==> src/sv/first_fit_block_allocator_core_defines.svh <==
// Assertion macros shared by the allocator core RTL
`ifndef FIRST_FIT_BLOCK_ALLOCATOR_CORE_DEFINES_SVH
`define FIRST_FIT_BLOCK_ALLOCATOR_CORE_DEFINES_SVH
`ifndef SYNTHESIS
// checked outside reset
`define FFBA_ASSERT(lbl, prop, msg) \
  lbl: assert property (@(posedge clk_i) disable iff (!rst_ni) prop) else $error(msg);
// checked on every edge, reset included
`define FFBA_ASSERT_NR(lbl, prop, msg) \
  lbl: assert property (@(posedge clk_i) prop) else $error(msg);
`else
`define FFBA_ASSERT(lbl, prop, msg)
`define FFBA_ASSERT_NR(lbl, prop, msg)
`endif
`endif

==> src/sv/ffba_pkg.sv <==
// Shared types, codes and constants of the first-fit allocator
package ffba_pkg;

  localparam int MAX_BLOCKS_DEF = 64;
  localparam int ADDR_BITS_DEF  = 32;
  localparam int HEADER_BYTES   = 12;

  localparam int SIZE_W    = 24;
  localparam int WORD_W    = 32;
  localparam int CFG_IDX_W = 1;

  localparam logic REQ_ALLOC = 1'b0;
  localparam logic REQ_FREE  = 1'b1;

  localparam logic [CFG_IDX_W-1:0] CFG_HEAP_BASE  = 1'b0;
  localparam logic [CFG_IDX_W-1:0] CFG_HEAP_LIMIT = 1'b1;

  typedef enum logic [1:0] {
    ST_OK       = 2'd0,
    ST_BAD_SIZE = 2'd1,
    ST_NO_SPACE = 2'd2,
    ST_UNKNOWN  = 2'd3
  } status_e;

  typedef struct packed {
    logic [WORD_W-1:0] heap_base;
    logic [WORD_W-1:0] heap_limit;
  } cfg_t;

endpackage

==> src/sv/ffba_if.sv <==
// Request and response channel interfaces of the allocator
interface ffba_req_if import ffba_pkg::*; ();
  logic              valid;
  logic              ready;
  logic              req_type;
  logic [SIZE_W-1:0] request_size;
  logic [WORD_W-1:0] free_address;

  modport source (output valid, req_type, request_size, free_address, input ready);
  modport sink   (input valid, req_type, request_size, free_address, output ready);
endinterface

interface ffba_rsp_if import ffba_pkg::*; ();
  logic              valid;
  logic              ready;
  logic [WORD_W-1:0] result_address;
  status_e           status;
  logic              reused;

  modport source (output valid, result_address, status, reused, input ready);
  modport sink   (input valid, result_address, status, reused, output ready);
endinterface

==> src/sv/ffba_table.sv <==
// Block table memory: one write port, one registered read port
module ffba_table import ffba_pkg::*; #(
  parameter int DEPTH = MAX_BLOCKS_DEF,
  parameter int AW    = $clog2(MAX_BLOCKS_DEF),
  parameter int DW    = ADDR_BITS_DEF + SIZE_W + 1
) (
  input  logic          clk_i,
  input  logic          we_i,
  input  logic [AW-1:0] waddr_i,
  input  logic [DW-1:0] wdata_i,
  input  logic          re_i,
  input  logic [AW-1:0] raddr_i,
  output logic [DW-1:0] rdata_o
);

  logic [DW-1:0] mem_q [DEPTH];
  logic [DW-1:0] rdata_q;

  always_ff @(posedge clk_i) begin
    if (we_i) begin
      mem_q[waddr_i] <= wdata_i;
    end
  end

  always_ff @(posedge clk_i) begin
    if (re_i) begin
      rdata_q <= mem_q[raddr_i];
    end
  end

  assign rdata_o = rdata_q;

endmodule

==> src/sv/ffba_ctrl.sv <==
// Allocator sequencer: table scan, heap growth and result register
`include "first_fit_block_allocator_core_defines.svh"
module ffba_ctrl import ffba_pkg::*; #(
  parameter int MAX_BLOCKS = MAX_BLOCKS_DEF,
  parameter int ADDR_BITS  = ADDR_BITS_DEF,
  parameter int IW         = $clog2(MAX_BLOCKS),
  parameter int ENT_W      = ADDR_BITS + SIZE_W + 1
) (
  input  logic             clk_i,
  input  logic             rst_ni,
  input  cfg_t             cfg_i,
  ffba_req_if.sink         req,
  ffba_rsp_if.source       rsp,
  output logic             mem_re_o,
  output logic [IW-1:0]    mem_raddr_o,
  input  logic [ENT_W-1:0] mem_rdata_i,
  output logic             mem_we_o,
  output logic [IW-1:0]    mem_waddr_o,
  output logic [ENT_W-1:0] mem_wdata_o
);

  localparam int CNT_W = $clog2(MAX_BLOCKS + 1);
  localparam int MW    = (ADDR_BITS > WORD_W) ? ADDR_BITS : WORD_W;
  localparam int SW    = MW + 1;

  localparam logic [2:0] S_IDLE  = 3'd0;
  localparam logic [2:0] S_SCAN  = 3'd1;
  localparam logic [2:0] S_GROW  = 3'd2;
  localparam logic [2:0] S_CHECK = 3'd3;
  localparam logic [2:0] S_RESP  = 3'd4;

  logic [2:0]           st_q, st_d;
  logic                 type_q, type_d;
  logic [SIZE_W-1:0]    size_q, size_d;
  logic [WORD_W-1:0]    faddr_q, faddr_d;
  logic [IW-1:0]        idx_q, idx_d;
  logic [CNT_W-1:0]     count_q, count_d;
  logic [ADDR_BITS-1:0] top_q, top_d;
  logic [SW-1:0]        sum_q, sum_d;
  logic [ADDR_BITS-1:0] pay_q, pay_d;
  logic [WORD_W-1:0]    res_addr_q, res_addr_d;
  status_e              res_st_q, res_st_d;
  logic                 res_reu_q, res_reu_d;
  logic                 o_vld_q, o_vld_d;
  logic [WORD_W-1:0]    o_addr_q;
  status_e              o_st_q;
  logic                 o_reu_q;
  logic                 load;

  logic [ADDR_BITS-1:0] rd_pay;
  logic [SIZE_W-1:0]    rd_size;
  logic                 rd_free;
  logic [63:0]          rd_pay64, pay64;
  logic                 hit, last, grow_fail;
  logic [ADDR_BITS-1:0] top_sel;

  assign rd_pay   = mem_rdata_i[ENT_W-1 -: ADDR_BITS];
  assign rd_size  = mem_rdata_i[SIZE_W:1];
  assign rd_free  = mem_rdata_i[0];
  assign rd_pay64 = 64'(rd_pay);
  assign pay64    = 64'(pay_q);

  // payload addresses are stored already masked, so a free compares directly
  assign hit  = (type_q == REQ_ALLOC) ? (rd_free && (rd_size >= size_q))
                                      : (MW'(rd_pay) == MW'(faddr_q));
  assign last = (CNT_W'(idx_q) == (count_q - CNT_W'(1)));

  assign top_sel   = (count_q == '0) ? ADDR_BITS'(cfg_i.heap_base) : top_q;
  assign grow_fail = (|sum_q[SW-1:ADDR_BITS]) || (sum_q > SW'(cfg_i.heap_limit));

  always_comb begin
    st_d        = st_q;
    type_d      = type_q;
    size_d      = size_q;
    faddr_d     = faddr_q;
    idx_d       = idx_q;
    count_d     = count_q;
    top_d       = top_q;
    sum_d       = sum_q;
    pay_d       = pay_q;
    res_addr_d  = res_addr_q;
    res_st_d    = res_st_q;
    res_reu_d   = res_reu_q;
    load        = 1'b0;
    mem_re_o    = 1'b0;
    mem_raddr_o = (st_q == S_IDLE) ? '0 : idx_q + IW'(1);
    mem_we_o    = 1'b0;
    mem_waddr_o = idx_q;
    mem_wdata_o = {rd_pay, rd_size, type_q == REQ_FREE};

    unique case (st_q)
      S_IDLE: begin
        if (req.valid) begin
          type_d     = req.req_type;
          size_d     = req.request_size;
          faddr_d    = req.free_address;
          idx_d      = '0;
          res_addr_d = '0;
          res_st_d   = ST_OK;
          res_reu_d  = 1'b0;
          if (req.req_type == REQ_ALLOC && req.request_size == '0) begin
            res_st_d = ST_BAD_SIZE;
            st_d     = S_RESP;
          end else if (req.req_type == REQ_FREE && req.free_address == '0) begin
            st_d = S_RESP;
          end else if (count_q == '0) begin
            if (req.req_type == REQ_ALLOC) begin
              st_d = S_GROW;
            end else begin
              res_st_d = ST_UNKNOWN;
              st_d     = S_RESP;
            end
          end else begin
            mem_re_o = 1'b1;
            st_d     = S_SCAN;
          end
        end
      end
      S_SCAN: begin
        if (hit) begin
          // rewrite the entry with the new free mark
          mem_we_o = 1'b1;
          if (type_q == REQ_ALLOC) begin
            res_addr_d = rd_pay64[WORD_W-1:0];
            res_reu_d  = 1'b1;
          end
          st_d = S_RESP;
        end else if (last) begin
          if (type_q == REQ_ALLOC) begin
            st_d = S_GROW;
          end else begin
            res_st_d = ST_UNKNOWN;
            st_d     = S_RESP;
          end
        end else begin
          mem_re_o = 1'b1;
          idx_d    = idx_q + IW'(1);
        end
      end
      S_GROW: begin
        if (count_q == CNT_W'(MAX_BLOCKS)) begin
          res_st_d = ST_NO_SPACE;
          st_d     = S_RESP;
        end else begin
          sum_d = SW'(top_sel) + SW'(size_q) + SW'(HEADER_BYTES);
          pay_d = top_sel + ADDR_BITS'(HEADER_BYTES);
          st_d  = S_CHECK;
        end
      end
      S_CHECK: begin
        if (grow_fail) begin
          res_st_d = ST_NO_SPACE;
        end else begin
          mem_we_o    = 1'b1;
          mem_waddr_o = count_q[IW-1:0];
          mem_wdata_o = {pay_q, size_q, 1'b0};
          count_d     = count_q + CNT_W'(1);
          top_d       = sum_q[ADDR_BITS-1:0];
          res_addr_d  = pay64[WORD_W-1:0];
        end
        st_d = S_RESP;
      end
      S_RESP: begin
        if (!o_vld_q || rsp.ready) begin
          load = 1'b1;
          st_d = S_IDLE;
        end
      end
      default: st_d = S_IDLE;
    endcase
  end

  assign o_vld_d = load ? 1'b1 : (o_vld_q && !rsp.ready);

  always_ff @(posedge clk_i or negedge rst_ni) begin
    if (!rst_ni) begin
      st_q    <= S_IDLE;
      count_q <= '0;
      top_q   <= '0;
      o_vld_q <= 1'b0;
    end else begin
      st_q    <= st_d;
      count_q <= count_d;
      top_q   <= top_d;
      o_vld_q <= o_vld_d;
    end
  end

  always_ff @(posedge clk_i) begin
    type_q     <= type_d;
    size_q     <= size_d;
    faddr_q    <= faddr_d;
    idx_q      <= idx_d;
    sum_q      <= sum_d;
    pay_q      <= pay_d;
    res_addr_q <= res_addr_d;
    res_st_q   <= res_st_d;
    res_reu_q  <= res_reu_d;
    if (load) begin
      o_addr_q <= res_addr_q;
      o_st_q   <= res_st_q;
      o_reu_q  <= res_reu_q;
    end
  end

  assign req.ready          = (st_q == S_IDLE);
  assign rsp.valid          = o_vld_q;
  assign rsp.result_address = o_addr_q;
  assign rsp.status         = o_st_q;
  assign rsp.reused         = o_reu_q;

  `FFBA_ASSERT(a_we_state, mem_we_o |-> (st_q == S_SCAN || st_q == S_CHECK), "table write outside scan or grow")
  `FFBA_ASSERT(a_idx_range, (st_q == S_SCAN) |-> (CNT_W'(idx_q) < count_q), "scan index past block count")
  `FFBA_ASSERT(a_cnt_step, (count_q != $past(count_q)) |-> ($past(st_q) == S_CHECK), "block count moved outside growth")
  `FFBA_ASSERT(a_one_item, (req.valid && req.ready) |=> !req.ready, "second beat taken while busy")
  `FFBA_ASSERT_NR(a_rst_quiet, !rst_ni |-> !rsp.valid, "response valid during reset")

endmodule

==> src/sv/first_fit_block_allocator_core.sv <==
// Top level of the first-fit block allocator: config registers, sequencer, block table
//
//  channel  dir  handshake      payload
//  req_i    in   valid/ready    req_type, request_size, free_address
//  rsp_o    out  valid/ready    result_address, status, reused
//  cfg      in   cfg_we_i       cfg_idx_i, cfg_wdata_i (0 heap_base, 1 heap_limit)
//
// One request at a time. The scan over the block table read port checks one entry per cycle.
// Table contents are undefined after reset; only entries below the block count are read,
// so no clearing pass is run. A result held in the output register does not block the
// next request beat.
module first_fit_block_allocator_core import ffba_pkg::*; #(
  parameter int MAX_BLOCKS = MAX_BLOCKS_DEF,
  parameter int ADDR_BITS  = ADDR_BITS_DEF
) (
  input  logic                 clk_i,
  input  logic                 rst_ni,
  input  logic                 cfg_we_i,
  input  logic [CFG_IDX_W-1:0] cfg_idx_i,
  input  logic [WORD_W-1:0]    cfg_wdata_i,
  ffba_req_if.sink             req_i,
  ffba_rsp_if.source           rsp_o
);

  localparam int IW    = $clog2(MAX_BLOCKS);
  localparam int ENT_W = ADDR_BITS + SIZE_W + 1;

  cfg_t cfg_q, cfg_d;

  logic             mem_re, mem_we;
  logic [IW-1:0]    mem_raddr, mem_waddr;
  logic [ENT_W-1:0] mem_rdata, mem_wdata;

  always_comb begin
    cfg_d = cfg_q;
    if (cfg_we_i) begin
      unique case (cfg_idx_i)
        CFG_HEAP_BASE:  cfg_d.heap_base  = cfg_wdata_i;
        CFG_HEAP_LIMIT: cfg_d.heap_limit = cfg_wdata_i;
        default: ;
      endcase
    end
  end

  always_ff @(posedge clk_i or negedge rst_ni) begin
    if (!rst_ni) begin
      cfg_q.heap_base  <= '0;
      cfg_q.heap_limit <= '1;
    end else begin
      cfg_q <= cfg_d;
    end
  end

  ffba_ctrl #(
    .MAX_BLOCKS (MAX_BLOCKS),
    .ADDR_BITS  (ADDR_BITS),
    .IW         (IW),
    .ENT_W      (ENT_W)
  ) u_ctrl (
    .clk_i       (clk_i),
    .rst_ni      (rst_ni),
    .cfg_i       (cfg_q),
    .req         (req_i),
    .rsp         (rsp_o),
    .mem_re_o    (mem_re),
    .mem_raddr_o (mem_raddr),
    .mem_rdata_i (mem_rdata),
    .mem_we_o    (mem_we),
    .mem_waddr_o (mem_waddr),
    .mem_wdata_o (mem_wdata)
  );

  ffba_table #(
    .DEPTH (MAX_BLOCKS),
    .AW    (IW),
    .DW    (ENT_W)
  ) u_table (
    .clk_i   (clk_i),
    .we_i    (mem_we),
    .waddr_i (mem_waddr),
    .wdata_i (mem_wdata),
    .re_i    (mem_re),
    .raddr_i (mem_raddr),
    .rdata_o (mem_rdata)
  );

endmodule
==> src/flat_wrapper.sv <==
// flat-port wrapper written by rule: the top's interface ports become plain ports
module first_fit_block_allocator_core_flat import ffba_pkg::*;
#(
  parameter int MAX_BLOCKS = MAX_BLOCKS_DEF,
  parameter int ADDR_BITS  = ADDR_BITS_DEF
)
  (clk_i, rst_ni, cfg_we_i, cfg_idx_i, cfg_wdata_i, req_i_valid, req_i_req_type, req_i_request_size, req_i_free_address, req_i_ready, rsp_o_valid, rsp_o_result_address, rsp_o_status, rsp_o_reused, rsp_o_ready);
  ffba_req_if req_i_i ();
  ffba_rsp_if rsp_o_i ();
  input  logic clk_i;
  input  logic rst_ni;
  input  logic cfg_we_i;
  input  logic [CFG_IDX_W-1:0] cfg_idx_i;
  input  logic [WORD_W-1:0] cfg_wdata_i;
  input wire logic [$bits(req_i_i.valid)-1:0] req_i_valid;
  input wire logic [$bits(req_i_i.req_type)-1:0] req_i_req_type;
  input wire logic [$bits(req_i_i.request_size)-1:0] req_i_request_size;
  input wire logic [$bits(req_i_i.free_address)-1:0] req_i_free_address;
  output wire logic [$bits(req_i_i.ready)-1:0] req_i_ready;
  output wire logic [$bits(rsp_o_i.valid)-1:0] rsp_o_valid;
  output wire logic [$bits(rsp_o_i.result_address)-1:0] rsp_o_result_address;
  output wire logic [$bits(rsp_o_i.status)-1:0] rsp_o_status;
  output wire logic [$bits(rsp_o_i.reused)-1:0] rsp_o_reused;
  input wire logic [$bits(rsp_o_i.ready)-1:0] rsp_o_ready;
  assign req_i_i.valid = req_i_valid;
  assign req_i_i.req_type = req_i_req_type;
  assign req_i_i.request_size = req_i_request_size;
  assign req_i_i.free_address = req_i_free_address;
  assign req_i_ready = req_i_i.ready;
  assign rsp_o_valid = rsp_o_i.valid;
  assign rsp_o_result_address = rsp_o_i.result_address;
  assign rsp_o_status = rsp_o_i.status;
  assign rsp_o_reused = rsp_o_i.reused;
  assign rsp_o_i.ready = rsp_o_ready;
  first_fit_block_allocator_core #(.MAX_BLOCKS(MAX_BLOCKS), .ADDR_BITS(ADDR_BITS)) u_core (.clk_i(clk_i), .rst_ni(rst_ni), .cfg_we_i(cfg_we_i), .cfg_idx_i(cfg_idx_i), .cfg_wdata_i(cfg_wdata_i), .req_i(req_i_i), .rsp_o(rsp_o_i));
endmodule
==> config.mk <==
export PLATFORM = sky130hd
export DESIGN_NAME = first_fit_block_allocator_core_flat
export DESIGN_NICKNAME = d
export VERILOG_FILES = /design/src/sv/ffba_pkg.sv /design/src/sv/ffba_if.sv /design/src/sv/ffba_table.sv /design/src/sv/ffba_ctrl.sv /design/src/sv/first_fit_block_allocator_core.sv /design/src/flat_wrapper.sv
export VERILOG_INCLUDE_DIRS = /design/src /design/src/sv
export SDC_FILE = /design/constraint.sdc
export NUM_CORES = 2
export LEC_CHECK = 0
export BUFFER_PORTS_ARGS = -buffer_cell sky130_fd_sc_hd__buf_2
export CELL_PAD_IN_SITES_DETAIL_PLACEMENT = 0
export CELL_PAD_IN_SITES_GLOBAL_PLACEMENT = 2
export CORE_ASPECT_RATIO = 0.7
export CORE_MARGIN = 2
export CORE_UTILIZATION = 51
export CTS_CLUSTER_DIAMETER = 80
export CTS_CLUSTER_SIZE = 12
export DETAILED_ROUTE_END_ITERATION = 7
export GPL_TIMING_DRIVEN = 1
export PLACE_DENSITY = 0.78
export RECOVER_POWER = 25
export SLEW_MARGIN = 30
export SYNTH_ARGS = -nofsm -noshare
export SYNTH_HDL_FRONTEND = slang
export SYNTH_HIERARCHICAL = 1
export SYNTH_SLANG_ARGS = --single-unit
==> constraint.sdc <==
create_clock -name clk_i -period 9.3 [get_ports clk_i]
set_input_delay 0.93 -clock clk_i [delete_from_list [all_inputs] [get_ports clk_i]]
set_output_delay 0.93 -clock clk_i [all_outputs]
set_load 0.05 [all_outputs]
Yosys cells after proc, flatten, opt, wreduce, memory -nomap -nowiden
Memories as Yosys holds them, arrays and structs flattened. A register that Yosys moved wholly into a read port is not among the register bits.
Index checks and enable logic that the tools add are counted.
Operators by class
  add/sub/neg operators: 6
  order comparisons: 2
  equal/unequal tests: 19
  multiplexer cells: 57
  bitwise gates (word level): 4
  reduce and logical (&&, ||, !) cells: 25
Operator list (number)
  $mux W32: 5
  $mux W57: 2
  $pmux W32 S3: 1
  $mux W6: 6
  $add A32 B24 Y33: 1
  $add A33 B4 Y33 const B: 1
  $gt A33 B32 Y1: 1
  $add A32 B4 Y32 const B: 1
  $eq A32 B32 Y1: 1
  $logic_not A32 Y1: 1
  $mux W3: 10
  $ge A24 B24 Y1: 1
  $logic_not A24 Y1: 1
  $ne A2 B2 Y1 const B: 11
  $mux W2: 10
  $mux W1: 17
  $pmux W3 S5: 1
  $pmux W6 S2: 1
  $reduce_and A2 Y1: 5
  $pmux W2 S4: 1
  $reduce_and A4 Y1: 2
  $add A7 B1 Y7 const B: 1
  $eq A6 B7 Y1: 1
  $eq A7 B7 Y1 const B: 1
  other kinds (19): 30
Word-level totals
  bits in registers: 305
  RAM bits: 3648
  input bits: 95
  output and inout bits: 37
  memories kept: 1
Memories
  u_core.u_table.mem_q: words 64, width 57, rd ports 1, clocked after Yosys merged registers in 1, write ports 1, line ffba_table.sv:16  | logic [DW-1:0] mem_q [DEPTH];

Logic depth before layout (Yosys ltp)
  depth after elaboration: 7
  mapped depth: 23
  mapped depth without buffers: 18

Hierarchy
Netlist, hierarchy kept.
By module, submodules not included
  ffba_table: instances 1, cells each 5760, area each 140096.9 um^2, seq. area each 111256.7 um^2
  ffba_ctrl: instances 1, cells each 1223, area each 13960.9 um^2, seq. area each 7021.7 um^2
  first_fit_block_allocator_core: instances 1, cells each 137, area each 2466.1 um^2, seq. area each 1641.6 um^2

Least setup slack after synthesis
No wires, ideal clock.
  path kind: reg2reg
  from: register u_core/cfg_q[10] (netlist name)
  to: memory u_core/u_table/mem_q[49][0] (netlist name), enable pin
  library setup time: 0.542 ns
  arrival time: 6.982 ns
  setup slack: 1.777 ns
  stages on the path, launching flop included: 17
  period minus slack after synthesis: 7.523 ns
  cell sequence: dfstp_2 > inv_1 > ha_1 > a21o_1 > a21o_1 > a21oi_1 > o41ai_1 > a21oi_1 > o21ai_1 > and2_1 > buf_2 > buf_2 > mux2_2 > clkbuf_1 > nor2b_1 > nand4_1 > nor3_1
On the way
  elaborated cells on any way between the ends: 8
RTL lines
  from (decl): line first_fit_block_allocator_core.sv:28  | cfg_t cfg_q, cfg_d;
  from (signal assigned): line first_fit_block_allocator_core.sv:50  | cfg_q <= cfg_d;
  $gt A33 B32 Y1: line ffba_ctrl.sv:69  | assign grow_fail = (|sum_q[SW-1:ADDR_BITS]) || (sum_q > SW'(cfg_i.heap_limit));
  $logic_or A1 B1 Y1: line ffba_ctrl.sv:69
  $mux W6: line ffba_ctrl.sv:151  | if (grow_fail) begin
  $mux W6: line ffba_ctrl.sv:91  | unique case (st_q)
  net u_core.mem_waddr[3]: line first_fit_block_allocator_core.sv:31  | logic [IW-1:0] mem_raddr, mem_waddr;
  to (decl): line ffba_table.sv:16
The timed path passes the listed nets, and every way through them passes these cells.

Final worst setup path
  from: register u_core/cfg_q[28] (netlist name)
  to: memory u_core/u_table/mem_q[29][15] (netlist name) (data pin)
On the way
  cells in the longest elaborated chain, start to end: 4
Ends and longest elaborated chain
  $gt A33 B32 Y1: line ffba_ctrl.sv:69
  $logic_or A1 B1 Y1: line ffba_ctrl.sv:69
  $mux W57: line ffba_ctrl.sv:151
  $mux W57: line ffba_ctrl.sv:91
  net u_core.mem_wdata[15]: line first_fit_block_allocator_core.sv:32  | logic [ENT_W-1:0] mem_rdata, mem_wdata;
The timed path passes the listed nets, and every way through them passes these cells.

==> impl_metrics.ini <==
[yosys]
syn_nets = 7324
synth_seq_cells = 4010
synth_edf_count = 3903
syn_avg_cell_area_sq_um = 22.0
syn_area_sq_um = 157000
synth_top_area_frac = 0.749
yosys-top-cells-area = edfxtp_1 75%, mux4_2 14%, mux2_2 1.2%, dfrtp_1 1.2%, ha_1 0.86%
yosysWarnings = 6
ys.flop_type = edfxtp_1
synth_top_area_cell = edfxtp_1
yosysSeqAreaShare = 0.766
synth_cell_types = 82
postSynthCellCount = 7120
ys_async_sr_fraction = 0.0267

[timing]
worst_pin_slew_ns = 3.96
hold_ws_ns = 0.235
relSlewSlack = -1.64
setup_tns_ns = 0
clock.fmax_mhz = 129
hold_viol_final = 0
setup_violations = 0
skew_ns = 0.0475
post-route-period-util = 0.836
min_period_ns = 7.77
slew_viol_final = 1976
rsz0062_at_grt = false

[routing]
ant_nets = 0
via_per_inst = 6.75
drtIter0Drc = 12400
wl_per_cell_microns = 37.4
drt-total-wl_microns = 435000
drc = 0
drt-pass1-iter-count = 6
num_vias = 78400

[worst_setup_path]
cp_slowest_stage_delay_ns = 2.74
worst_path_max_delay_cell = clkbuf_1
path_max_fanout = 64
reg2reg_depth = 12
path_cells = inv_1 -> ha_1 -> nand4_1 -> nor2_1 -> nand4_1 -> inv_1 -> a21oi_1 -> o21ai_4 -> clkbuf_1 -> nand3_1 -> o21ai_4 -> clkbuf_1
cp.required_ns = 9.41
start_kind = register
critPathCaptureType = register
arrival_ns = 7.88
critPathKind = register to register

[global_routing]
grt-ovfl-total = 0
grt_pass1_vias = 74600
grt_pass1_wl_microns = 602000
grt_antenna_before_repair = 35
track_usage = 0.278
grt_start_max_net_pins = 107

[layout]
regArea_sq_um = 120000
fin_area_sq_um = 173000
layoutNonFillerInstCount = 11600
syn_to_final_growth_pct = 10.8
nFillCells = 22100
layout_common_cells = 3903 x edfxtp_1, 998 x mux4_2, 383 x clkbuf_16
multiInputGateArea_sq_um = 35200
fin_nets = 7698
drive_gt1_frac = 0.260
final_common_cell = edfxtp_1

[clock_tree]
clk_latency_ns = 0.92
post-cts-setup-buffer-count = 0
root_buffer = clkbuf_16
cts_hold_buffers = 0
clock-sinks = 4010
path_clk_slew_ns = 0.06
cts_tree = done
clockBufferDepth = 4
cts_resized = 0
cts_buffers = 376
htree_levels = 5

[die]
start_util = 0.512
die_area_sq_um = 311000
io_pins = 132
die_h_microns = 468
coreArea_sq_um = 306000
dieWidth_microns = 666
row_count = 170

[run_status]
failed_checks = capacitance limit, slew limit
status = complete, but fails checks

[worst_hold_path]
holdPathStages = 1
hold_path.class = input pin to register

[placement]
post-dp-hpwl_microns = 263000
placedCellCount = 11200
io_buffers = 131
place_area_sq_um = 164000
globalplace.congestion = 0.908

[job]
maxCapViolations = 38

[power]
p_leak_nw = 54.0
total_power_mw = 64.3
pwr_density_cell_nw_per_um2 = 371
peakVddDrop_v = 0.000333
## cell usage after synthesis, types with 4 or more instances
master and count:
edfxtp_1 3903, mux4_2 998, nor2_1 196, nand2_1 173, o22ai_1 172, mux2_2 169, clkbuf_1 149, ha_1 108
mux2i_1 104, a21oi_1 98, inv_1 84, buf_2 81, o21ai_0 80, xnor2_1 76, dfrtp_1 75, nand3_1 68
buf_4 59, buf_1 46, a21o_1 35, nand4_1 35, a22o_1 33, a31oi_1 32, dfstp_2 32, buf_6 30
xor2_1 26, o221ai_1 25, nand2b_1 20, nor3_1 20, nor4_1 19, o22a_1 19, nor2b_1 14, a211o_1 12
and2_1 9, and3_1 9, a211oi_1 8, mux2_4 8, o221a_2 7, or3_1 7, a21boi_0 4, and4_1 4
o2111ai_1 4, o211ai_1 4, o21bai_1 4, o31ai_1 4, or2_2 4
## area by class of cell
class                           count  share of cell area
Sequential cell                  4010               0.691
Antenna cell                       12            0.000173
Clock buffer                      433              0.0563
Clock inverter                     17             0.00115
Timing Repair Buffer              362              0.0170
Inverter                           86             0.00189
Multi-Input combinational cell   2658               0.203
Tap cell                         4042              0.0292
## layer usage
metal | track usage | up-vias | wire length [microns]
met2 | 0.383 | 4933 | 185000
met5 | 0 | - | 57
li1 | - | 30500 | -
met3 | 0.0618 | 543 | 53400
met1 | 0.451 | 42400 | 184000
met4 | 0.0706 | 8 | 12500
## cells by family after synthesis
| kind of cell | Yosys count | synth area share |
|---|---|---|
| DFF | 4010 | 0.766 |
| muxes | 1280 | 0.163 |
| and+or+nand+nor | 606 | 0.0183 |
| AOI/OAI and AO/OA | 561 | 0.0234 |
| buffers and inverters | 452 | 0.0144 |
| adders and majority gates | 109 | 0.00876 |
| xor gates and xnor gates | 102 | 0.00571 |
## sequential cells by signal, indices dropped and copies added, names as in the netlist, 24 cells and up
register and flops:
u_core/u_table/mem_q 3648, u_core/cfg_q 64, u_core/u_table/rdata_o 57, u_core/u_ctrl/sum_q 33, u_core/u_ctrl/faddr_q 32, u_core/u_ctrl/pay_q 32, u_core/u_ctrl/res_addr_q 32, u_core/u_ctrl/rsp.result_address 32
u_core/u_ctrl/top_q 32, u_core/u_ctrl/size_q 24
## final timing paths
path | startpoint | endpoint | slack (ns)
max in group asynchronous | rst_ni | u_core/cfg_q[33] | 3.92
min in group asynchronous | rst_ni | u_core/cfg_q[49] | 0.97
hold reg to reg | u_core/u_ctrl/res_addr_q[11] | u_core/u_ctrl/rsp.result_address[11] | 0.41
setup / recovery | u_core/cfg_q[28] | u_core/u_table/mem_q[29][15] | 1.53
hold / removal | req_i_free_address[8] | u_core/u_ctrl/faddr_q[8] | 0.23
setup reg to reg | u_core/cfg_q[28] | u_core/u_table/mem_q[29][15] | 1.53
## worst max-delay path, delay by kind of cell (launching register included)
family	cells	cell delay (ns)
DFF	1	0.53
buffers and inverters	4	4.51
adders and majority gates	1	0.29
and+or+nand+nor	4	0.98
AOI/OAI and AO/OA	3	0.51
## metrics by stage
step                      setup WS (ns)   util
after floorplan                    1.78      -
after global placement             2.88  0.533
final                              1.53  0.567
after CTS                          2.82  0.568
after detailed placement           2.86  0.535
after global routing               1.44  0.567
## report_power, final
part	switching (mW)	internal, mW	leakage [nW]
clock	6.23	7.35	4.88
combinational	17.4	8.89	12.7
sequential	0.569	23.8	36.4
Note: power is estimated with default switching activity, not from simulation.
